File: src/rtl/blg_pkg.sv
// Package for the battery level gauge: field widths, the LiPo discharge table,
// controller states and the controller-to-datapath command word.
// No dependencies.
`default_nettype none

package blg_pkg;

	localparam int SAMPLE_W    = 11;
	localparam int LEVEL_W     = 7;
	localparam int MV_W        = 16;
	localparam int SCALE_W     = 16;
	localparam int AVG_W       = 10;
	localparam int SUMP_W      = 16;
	localparam int AVG_SHIFT   = 23;
	localparam int AVG_RECIP_W = AVG_SHIFT + 1;
	localparam int DIFF_W      = 9;
	localparam int SPP_W       = 5;
	localparam int NUM_W       = 12;
	localparam int RECIP_W     = 17;
	localparam int SPAN_SHIFT  = 21;
	localparam int NPTS        = 12;
	localparam int PT_W        = 4;
	localparam int SCALE_SHIFT = 10;
	localparam int ADDR_W      = 3;
	localparam int DATA_W      = 32;

	localparam logic [SCALE_W-1:0] SCALE_RESET = 16'd4800;
	localparam logic [LEVEL_W-1:0] LEVEL_FULL  = 7'd100;
	localparam logic [LEVEL_W-1:0] LEVEL_EMPTY = 7'd0;

	// register index, taken from paddr[2]
	localparam logic REG_SCALE = 1'b0;

	localparam logic [MV_W-1:0] LIPO_MV [NPTS] = '{
		16'd4200, 16'd4060, 16'd3980, 16'd3920, 16'd3870, 16'd3820,
		16'd3790, 16'd3770, 16'd3740, 16'd3680, 16'd3450, 16'd3000
	};
	localparam logic [LEVEL_W-1:0] LIPO_PCT [NPTS] = '{
		7'd100, 7'd90, 7'd80, 7'd70, 7'd60, 7'd50,
		7'd40, 7'd30, 7'd20, 7'd10, 7'd5, 7'd0
	};
	// ceil(2^SPAN_SHIFT / span) of the segment that ends at each point
	localparam logic [RECIP_W-1:0] SPAN_RECIP [NPTS] = '{
		17'd0, 17'd14980, 17'd26215, 17'd34953, 17'd41944, 17'd41944,
		17'd69906, 17'd104858, 17'd69906, 17'd34953, 17'd9119, 17'd4661
	};

	typedef enum logic [2:0] {
		ST_ACC,
		ST_AVG,
		ST_SCALE,
		ST_LOOKUP,
		ST_INTERP,
		ST_DIVIDE,
		ST_EMIT
	} blg_state_t;

	typedef struct packed {
		logic acc;
		logic acc_last;
		logic avg;
		logic scale;
		logic lookup;
		logic interp;
		logic divide;
		logic emit;
	} blg_cmd_t;

endpackage

`default_nettype wire

File: src/rtl/blg_stream_if.sv
// Valid/ready channels of the battery level gauge: sample words in, level words out.
// Depends on blg_pkg.
`default_nettype none

interface blg_in_if import blg_pkg::*; ();
	logic                       valid;
	logic                       ready;
	logic signed [SAMPLE_W-1:0] sample;

	modport source (output valid, output sample, input ready);
	modport sink (input valid, input sample, output ready);
endinterface

interface blg_out_if import blg_pkg::*; ();
	logic               valid;
	logic               ready;
	logic [LEVEL_W-1:0] level_percent;
	logic [MV_W-1:0]    millivolts;

	modport source (output valid, output level_percent, output millivolts, input ready);
	modport sink (input valid, input level_percent, input millivolts, output ready);
endinterface

`default_nettype wire

File: src/rtl/blg_ctrl.sv
// Sequencer of the battery level gauge: batch counter, output valid flag and
// the command word for the datapath. Depends on blg_pkg.
`default_nettype none

module blg_ctrl import blg_pkg::*; #(
	parameter int SAMPLES_PER_READING = 5
) (
	input  wire logic clk,
	input  wire logic arst_n,
	input  wire logic in_valid,
	output logic      in_ready,
	output logic      out_valid,
	input  wire logic out_ready,
	output blg_cmd_t  cmd
);

	localparam int CNT_W = $clog2(SAMPLES_PER_READING + 1);
	localparam logic [CNT_W-1:0] CNT_LAST = CNT_W'(SAMPLES_PER_READING - 1);

	blg_state_t       state_q, state_nxt;
	logic [CNT_W-1:0] count_q;
	logic             out_valid_q;
	logic             accept;
	logic             last;

	assign in_ready  = (state_q == ST_ACC);
	assign accept    = in_valid && in_ready;
	assign last      = (count_q == CNT_LAST);
	assign out_valid = out_valid_q;

	always_comb begin
		state_nxt = state_q;
		case (state_q)
			ST_ACC: begin
				if (accept && last) state_nxt = ST_AVG;
			end
			ST_AVG:    state_nxt = ST_SCALE;
			ST_SCALE:  state_nxt = ST_LOOKUP;
			ST_LOOKUP: state_nxt = ST_INTERP;
			ST_INTERP: state_nxt = ST_DIVIDE;
			ST_DIVIDE: state_nxt = ST_EMIT;
			ST_EMIT: begin
				if (!out_valid_q || out_ready) state_nxt = ST_ACC;
			end
			default: state_nxt = ST_ACC;
		endcase
	end

	always_comb begin
		cmd = '0;
		case (state_q)
			ST_ACC: begin
				cmd.acc      = accept && !last;
				cmd.acc_last = accept && last;
			end
			ST_AVG:    cmd.avg    = 1'b1;
			ST_SCALE:  cmd.scale  = 1'b1;
			ST_LOOKUP: cmd.lookup = 1'b1;
			ST_INTERP: cmd.interp = 1'b1;
			ST_DIVIDE: cmd.divide = 1'b1;
			ST_EMIT:   cmd.emit   = !out_valid_q || out_ready;
			default:   cmd = '0;
		endcase
	end

	always_ff @(posedge clk or negedge arst_n) begin
		if (!arst_n) begin
			state_q     <= ST_ACC;
			count_q     <= '0;
			out_valid_q <= 1'b0;
		end else begin
			state_q <= state_nxt;
			if (cmd.acc_last) begin
				count_q <= '0;
			end else if (cmd.acc) begin
				count_q <= count_q + 1'b1;
			end
			if (cmd.emit) begin
				out_valid_q <= 1'b1;
			end else if (out_ready) begin
				out_valid_q <= 1'b0;
			end
		end
	end

`ifndef NO_ASSERTIONS
	a_count_range: assert property (@(posedge clk) disable iff (!arst_n)
		count_q < CNT_W'(SAMPLES_PER_READING))
		else $error("batch counter out of range");

	a_last_starts_avg: assert property (@(posedge clk) disable iff (!arst_n)
		(accept && last) |=> (state_q == ST_AVG))
		else $error("closing sample did not start the average");

	a_emit_valid: assert property (@(posedge clk) disable iff (!arst_n)
		cmd.emit |=> out_valid_q)
		else $error("emitted level word not presented");

	a_valid_hold: assert property (@(posedge clk) disable iff (!arst_n)
		(out_valid_q && !out_ready) |=> out_valid_q)
		else $error("level word dropped while stalled");
`endif

endmodule

`default_nettype wire

File: src/rtl/blg_dp.sv
// Datapath of the battery level gauge: sample accumulator, reciprocal-multiply
// average and interpolation, scale multiplier, table lookup and output word. Depends on blg_pkg.
`default_nettype none

module blg_dp import blg_pkg::*; #(
	parameter int SAMPLES_PER_READING = 5
) (
	input  wire logic                       clk,
	input  wire logic                       arst_n,
	input  wire blg_cmd_t                   cmd,
	input  wire logic signed [SAMPLE_W-1:0] sample,
	input  wire logic [SCALE_W-1:0]         scale,
	output logic [LEVEL_W-1:0]              level_percent,
	output logic [MV_W-1:0]                 millivolts
);

	localparam int SUM_W      = SAMPLE_W + $clog2(SAMPLES_PER_READING);
	localparam int AVG_PROD_W = SUMP_W + AVG_RECIP_W;
	localparam int PROD_W     = AVG_W + SCALE_W;
	localparam int FRAC_W     = NUM_W + RECIP_W;
	localparam logic [AVG_RECIP_W-1:0] AVG_RECIP = AVG_RECIP_W'(
		((1 << AVG_SHIFT) + SAMPLES_PER_READING - 1) / SAMPLES_PER_READING);

	logic signed [SUM_W-1:0] sum_q, sum_nxt;
	logic [SUMP_W-1:0]       sum_pos_q;
	logic [AVG_PROD_W-1:0]   avg_prod;
	logic [AVG_W-1:0]        avg_q;
	logic [PROD_W-1:0]       prod;
	logic [MV_W-1:0]         mv_q;
	logic [LEVEL_W-1:0]      base_q, base_nxt;
	logic [DIFF_W-1:0]       diff_q, diff_nxt;
	logic [SPP_W-1:0]        spp_q, spp_nxt;
	logic [RECIP_W-1:0]      recip_q, recip_nxt;
	logic [NUM_W-1:0]        num_q;
	logic [FRAC_W-1:0]       frac_prod;
	logic [LEVEL_W-1:0]      frac_q;
	logic [PT_W-1:0]         sel, sel_prev;
	logic                    hit;
	logic [LEVEL_W-1:0]      level_q;
	logic [MV_W-1:0]         mv_out_q;
	logic [MV_W-1:0]         mv_gap;

	assign sum_nxt   = sum_q + SUM_W'(sample);
	assign avg_prod  = AVG_PROD_W'(sum_pos_q) * AVG_PROD_W'(AVG_RECIP);
	assign prod      = PROD_W'(avg_q) * PROD_W'(scale);
	assign frac_prod = FRAC_W'(num_q) * FRAC_W'(recip_q);

	always_comb begin
		sel = '0;
		hit = 1'b0;
		for (int k = NPTS - 1; k >= 1; k--) begin
			if (mv_q >= LIPO_MV[k]) begin
				sel = PT_W'(k);
				hit = 1'b1;
			end
		end
	end

	assign sel_prev = sel - 1'b1;
	assign mv_gap   = mv_q - LIPO_MV[sel];

	always_comb begin
		base_nxt  = LEVEL_EMPTY;
		diff_nxt  = '0;
		spp_nxt   = '0;
		recip_nxt = '0;
		if (mv_q >= LIPO_MV[0]) begin
			base_nxt = LEVEL_FULL;
		end else if (hit) begin
			base_nxt  = LIPO_PCT[sel];
			diff_nxt  = mv_gap[DIFF_W-1:0];
			spp_nxt   = SPP_W'(LIPO_PCT[sel_prev] - LIPO_PCT[sel]);
			recip_nxt = SPAN_RECIP[sel];
		end
	end

	always_ff @(posedge clk or negedge arst_n) begin
		if (!arst_n) begin
			sum_q <= '0;
		end else if (cmd.acc) begin
			sum_q <= sum_nxt;
		end else if (cmd.acc_last) begin
			sum_q <= '0;
		end
	end

	always_ff @(posedge clk) begin
		if (cmd.acc_last) begin
			sum_pos_q <= sum_nxt[SUM_W-1] ? '0 : SUMP_W'(sum_nxt[SUM_W-2:0]);
		end
		if (cmd.avg) begin
			avg_q <= avg_prod[AVG_SHIFT +: AVG_W];
		end
		if (cmd.scale) begin
			mv_q <= prod[SCALE_SHIFT +: MV_W];
		end
		if (cmd.lookup) begin
			base_q  <= base_nxt;
			diff_q  <= diff_nxt;
			spp_q   <= spp_nxt;
			recip_q <= recip_nxt;
		end
		if (cmd.interp) begin
			num_q <= NUM_W'(diff_q) * NUM_W'(spp_q);
		end
		if (cmd.divide) begin
			frac_q <= frac_prod[SPAN_SHIFT +: LEVEL_W];
		end
		if (cmd.emit) begin
			level_q  <= base_q + frac_q;
			mv_out_q <= mv_q;
		end
	end

	assign level_percent = level_q;
	assign millivolts    = mv_out_q;

endmodule

`default_nettype wire

File: src/rtl/battery_level_gauge_core.sv
// Top level of the battery level gauge: APB scale register, sequencer and datapath.
// Depends on blg_pkg, blg_stream_if, blg_ctrl and blg_dp.
`default_nettype none

// Signed ADC sample words are summed in batches of SAMPLES_PER_READING (1 to 64);
// the batch average (truncated, negative clamps to zero) is scaled by
// scale_millivolts/1024 and mapped through a 12-point LiPo discharge curve with
// linear interpolation. Both divisions are reciprocal multiplications. The input is
// ready while a batch accumulates; the sample that closes a batch holds the input
// off through the average, scale, lookup, interpolation product, interpolation
// divide and output load steps. The level word is presented from the output register
// and waits there while the next batch accumulates; if it is still waiting when the
// next batch closes, the input stalls until it is taken. Register scale_millivolts
// lies at byte address 0, reset 4800; pready is always high.
module battery_level_gauge_core import blg_pkg::*; #(
	parameter int SAMPLES_PER_READING = 5
) (
	input  wire logic              clk,
	input  wire logic              arst_n,
	input  wire logic              psel,
	input  wire logic              penable,
	input  wire logic              pwrite,
	input  wire logic [ADDR_W-1:0] paddr,
	input  wire logic [DATA_W-1:0] pwdata,
	output logic [DATA_W-1:0]      prdata,
	output logic                   pready,
	blg_in_if.sink                 samples,
	blg_out_if.source              levels
);

	logic [SCALE_W-1:0] scale_q;
	logic               reg_hit;
	blg_cmd_t           cmd;

	assign reg_hit = (paddr[2] == REG_SCALE);
	assign pready  = 1'b1;
	assign prdata  = reg_hit ? DATA_W'(scale_q) : '0;

	always_ff @(posedge clk or negedge arst_n) begin
		if (!arst_n) begin
			scale_q <= SCALE_RESET;
		end else if (psel && penable && pwrite && pready && reg_hit) begin
			scale_q <= pwdata[SCALE_W-1:0];
		end
	end

	blg_ctrl #(
		.SAMPLES_PER_READING(SAMPLES_PER_READING)
	) u_ctrl (
		.clk      (clk),
		.arst_n   (arst_n),
		.in_valid (samples.valid),
		.in_ready (samples.ready),
		.out_valid(levels.valid),
		.out_ready(levels.ready),
		.cmd      (cmd)
	);

	blg_dp #(
		.SAMPLES_PER_READING(SAMPLES_PER_READING)
	) u_dp (
		.clk          (clk),
		.arst_n       (arst_n),
		.cmd          (cmd),
		.sample       (samples.sample),
		.scale        (scale_q),
		.level_percent(levels.level_percent),
		.millivolts   (levels.millivolts)
	);

endmodule

`default_nettype wire
File: src/flat_wrapper.sv
// flat-port wrapper written by rule: the top's interface ports become plain ports
module battery_level_gauge_core_flat import blg_pkg::*;
#(
	parameter int SAMPLES_PER_READING = 5
)
  (clk, arst_n, psel, penable, pwrite, paddr, pwdata, prdata, pready, samples_valid, samples_sample, samples_ready, levels_valid, levels_level_percent, levels_millivolts, levels_ready);
  blg_in_if samples_i ();
  blg_out_if levels_i ();
  input  wire logic clk;
  input  wire logic arst_n;
  input  wire logic psel;
  input  wire logic penable;
  input  wire logic pwrite;
  input  wire logic [ADDR_W-1:0] paddr;
  input  wire logic [DATA_W-1:0] pwdata;
  output logic [DATA_W-1:0] prdata;
  output logic pready;
  input wire logic [$bits(samples_i.valid)-1:0] samples_valid;
  input wire logic [$bits(samples_i.sample)-1:0] samples_sample;
  output wire logic [$bits(samples_i.ready)-1:0] samples_ready;
  output wire logic [$bits(levels_i.valid)-1:0] levels_valid;
  output wire logic [$bits(levels_i.level_percent)-1:0] levels_level_percent;
  output wire logic [$bits(levels_i.millivolts)-1:0] levels_millivolts;
  input wire logic [$bits(levels_i.ready)-1:0] levels_ready;
  assign samples_i.valid = samples_valid;
  assign samples_i.sample = samples_sample;
  assign samples_ready = samples_i.ready;
  assign levels_valid = levels_i.valid;
  assign levels_level_percent = levels_i.level_percent;
  assign levels_millivolts = levels_i.millivolts;
  assign levels_i.ready = levels_ready;
  battery_level_gauge_core #(.SAMPLES_PER_READING(SAMPLES_PER_READING)) u_core (.clk(clk), .arst_n(arst_n), .psel(psel), .penable(penable), .pwrite(pwrite), .paddr(paddr), .pwdata(pwdata), .prdata(prdata), .pready(pready), .samples(samples_i), .levels(levels_i));
endmodule
File: config.mk
export PLATFORM = sky130hd
export DESIGN_NAME = battery_level_gauge_core_flat
export DESIGN_NICKNAME = d
export VERILOG_FILES = /design/src/rtl/blg_pkg.sv /design/src/rtl/blg_stream_if.sv /design/src/rtl/blg_ctrl.sv /design/src/rtl/blg_dp.sv /design/src/rtl/battery_level_gauge_core.sv /design/src/flat_wrapper.sv
export SDC_FILE = /design/constraint.sdc
export NUM_CORES = 1
export LEC_CHECK = 0
export BUFFER_PORTS_ARGS = -buffer_cell sky130_fd_sc_hd__buf_2
export CAP_MARGIN = 0
export CORE_ASPECT_RATIO = 0.6
export CORE_MARGIN = 1
export CORE_UTILIZATION = 60
export CTS_CLUSTER_DIAMETER = 50
export DETAILED_ROUTE_END_ITERATION = 7
export PLACE_DENSITY = 0.86
export SETUP_SLACK_MARGIN = 0.02
export SLEW_MARGIN = 20
export SYNTH_ARGS = -nofsm -noshare
export SYNTH_HDL_FRONTEND = slang
export SYNTH_HIERARCHICAL = 1
export SYNTH_SLANG_ARGS = --single-unit
export TNS_END_PERCENT = 1
File: constraint.sdc
create_clock -name clk -period 6.6 [get_ports clk]
set_input_delay 0.66 -clock clk [delete_from_list [all_inputs] [get_ports clk]]
set_output_delay 0.66 -clock clk [all_outputs]
set_load 0.005 [all_outputs]
==> summary.md <==
| Metric | Value |
|---|---|
| Max-Cap Viols | 0 |
| Final Non-Filler Cells | 2,775 |
| Clk_lat worst skew | 0.45 ns |
| Netlist cell types | 73 |
| H-tree depth | 4 |
| Post-DR vias/cell | 5.77 |
| Final Max Slew Viols | 0 |
| Rel. slew slack | 31.7% |
| # DRC | 0 |
| Data required time at the worst endpoint | 6.79 ns |
| Worst setup SP type | flop |
| Die H | 151 um |
| Initial detailed-routing violation count | 1,690 |
| Number of I/O pins | 111 |
| Unrepaired setup endpoints after global routing | no |
| Clk root buf | clkbuf_16 |
| Setup violations, final | 0 |
| Die area | 38,000 um^2 |
| ANT nets after route | 0 |
| Post-CTS Setup Inserts | 0 |
| Sequential area share after synthesis | 20.1% |
| Die boundary width | 251 um |
| Crit end category | flop |
| First-pass GRT wire length | 87,900 um |
| DPL Wire Length | 44,200 um |
| Area growth syn-to-layout | 6.84% |
| First-pass DRT Iterations | 5 |
| DP Cell Count | 2,743 |
| Hold Crit Class | in2async |
| Tmin final | 6.35 ns |
| Row cnt | 54 |
| Initial antenna violation count | 1 |
| Antenna Cells | 0 |
| Async S/R FF share, synth | 23.9% |
| Synth Register Bits | 155 |
| Mean Syn Cell Area | 9.99 um^2 |
| Ys Warns | 6 |
| Synth Flop Type | edfxtp_1 |
| Setup CP Type | reg2reg |
| Routed length per placed instance | 19.3 um |
| Grt total ovfl | 0 |
| Starting Density | 61.1% |
| Outcome | completed |
| Fin. Hold Viols | 0 |
| Largest net degree at the start of global routing | 38 |
| Routed vias | 16,000 |
| Core box area | 36,500 um^2 |
| Skew final | 0.0125 ns |
| Number of global-route vias before repair | 17,100 |
| Post-synth EDFFs | 118 |
| Max clock buf depth | 2 |
| Period utilization | 96.1% |
| Post-Syn Instances | 2,234 |
| Fin Setup TNS | 0 ns |
| GRT Total Usage | 30.2% |
| Routability Congestion | 0.991 |
| PortBufs | 75 |
| CTS clk-pin slew, worst paths | 0.07 ns |
| Clock Sinks | 155 |
| CTS tree | done |
| Share of post-route cells with drive strength above 1 | 8.05% |
| Post-CTS Hold Fix Bufs | 0 |
| Post-synth top area cell | fa_1 |
| Measured slew at the worst slew-check pin | 1.02 ns |
| Top cell type's share of synthesized area | 30.5% |
| Fmax | 158 MHz |
| Critical Path AT | 6.54 ns |
| Synth area leaders | fa_1, edfxtp_1, ha_1, inv_1, and2_1 |
| Final Net Count | 2,953 |
| Critical-path maximum fanout | 4 |
| Total CTS buffers | 17 |
| Total wire length | 53,700 um |
| Cell Area, Synth | 22,300 um^2 |
-- cells in the mapped netlist (11+ instances only) --
cell type    n
and3_1      11
a21o_1      26
xor2_1      20
nand2_1    263
mux2_4      11
a21oi_1     61
nor2_1      60
nor3_1      20
o21bai_1    15
o21ai_0     39
nor2b_1     29
inv_1      429
and2_1     170
fa_1       340
a22o_1      12
a211oi_1    11
xnor2_1     54
edfxtp_1   118
ha_1       274
nand3_1     19
clkbuf_1    67
dfrtp_1     33
buf_4       17
-- cell type report --
type                    count  area [um^2]
inverters                 429         1610
multi-input cells        1572        15900
repair buffers            111          646
well taps                 476          596
fillers                  2671        12700
clock inverters            15          201
flip-flops and latches    155         4470
clock buffers              17          425
-- critical path, stage by stage (launching register included) --
cell	delay, ns
edfxtp_1	0.43
inv_1	0.07
ha_1	0.27
inv_1	0.07
fa_1	0.65
fa_1	0.46
fa_1	0.48
fa_1	0.58
fa_1	0.53
ha_1	0.22
a21o_1	0.17
a2111oi_0	0.51
nand3_1	0.30
a2111oi_2	0.46
o21ai_1	0.27
o41ai_4	0.36
o21bai_1	0.12
xor2_1	0.15
-- sequential cells by signal (all words and copies together) (netlist names), 9 cells and up --
name,flops
u_core/scale_q,16
u_core/u_dp/sum_q,14
u_core/u_dp/mv_q,16
u_core/u_dp/sum_pos_q,13
u_core/u_dp/millivolts,16
u_core/u_dp/recip_q,16
u_core/u_dp/avg_q,10
u_core/u_dp/diff_q,9
u_core/u_dp/num_q,12
-- through the flow --
| step | setup slack [ns] | util (%) | hold WS (ns) | cell area, um^2 |
|---|---|---|---|---|
| after global routing | 0.0367 | 65.3 | 0.436 | 23800 |
| final | 0.254 | 65.3 | 0.358 | 23800 |
| after floorplan | 0.993 | - | 0.364 | 22400 |
| after detailed placement | 0.247 | 63.5 | 0.493 | 23200 |
| after global placement | 0.434 | 63.5 | 0.472 | 23200 |
| after CTS | 0.243 | 65.2 | 0.389 | 23800 |
-- worst paths after layout --
kind	start	endpoint	slack [ns]	cells past startpoint
worst max-delay path	u_core/u_dp/sum_pos_q[5]$_SDFFCE_PN0P_	u_core/u_dp/avg_q[8]$_DFFE_PP_	0.25	17
worst min-delay path	arst_n	u_core/u_dp/sum_q[3]$_DFFE_PN0P_	0.36	1
worst max register to register	u_core/u_dp/sum_pos_q[5]$_SDFFCE_PN0P_	u_core/u_dp/avg_q[8]$_DFFE_PP_	0.25	17
worst min register to register	u_core/u_dp/sum_q[0]$_DFFE_PN0P_	u_core/u_dp/sum_q[0]$_DFFE_PN0P_	0.51	1
max in group asynchronous	arst_n	u_core/scale_q[0]$_DFFE_PN0P_	5.64	1
min in group clk	pwdata[8]	u_core/scale_q[8]$_DFFE_PN0P_	0.45	2
-- layout by cell type, fill, tap and decap left out, types with 5 or more instances in the layout --
cell type / instances
inv_1: 429
fa_1: 340
ha_1: 274
nand2_1: 263
and2_1: 170
edfxtp_1: 118
buf_2: 75
nor2_1: 60
a21oi_1: 60
xnor2_1: 53
o21ai_0: 39
buf_4: 36
dfrtp_1: 33
nor2b_1: 28
a21o_1: 26
xor2_1: 20
nor3_1: 19
nand3_1: 19
clkbuf_16: 17
conb_1: 17
o21bai_1: 15
a22o_1: 12
mux2_4: 11
and3_1: 11
a211oi_1: 11
nand2b_1: 10
a31oi_1: 10
o211ai_1: 9
and2b_1: 6
mux2_2: 6
o21ai_1: 6
nand4_1: 6
o21a_1: 6
inv_6: 5
a21boi_0: 5
-- layer usage --
| layer | wire, um | share of wire (%) | track usage, % | up-vias |
|---|---|---|---|---|
| met1 | 22800 | 43 | 41.7 | 7979 |
| met4 | 1000 | 1.9 | 7.35 | 0 |
| met5 | 0 | 0 | 0 | - |
| met2 | 23100 | 43 | 45.2 | 825 |
| met3 | 6740 | 13 | 11.4 | 86 |
| li1 | - | - | - | 7134 |
-- repair_timing --
item,CTS,global route
resized for setup,0,4
hold endpoints to repair,0,0
setup endpoints to repair,0,3
-- cell families after synthesis --
family          share of synthesized area [%]
buf+inv                                  9.20
simple gates                             13.5
xor+xnor                                 3.01
fa+ha+maj                                45.9
other cells                            0.0337
compound gates                           7.25
mux                                      1.04
flops                                    20.1
Power is not shown: default switching activity piles up to over one toggle a cycle in this logic, so the estimate is an artifact.
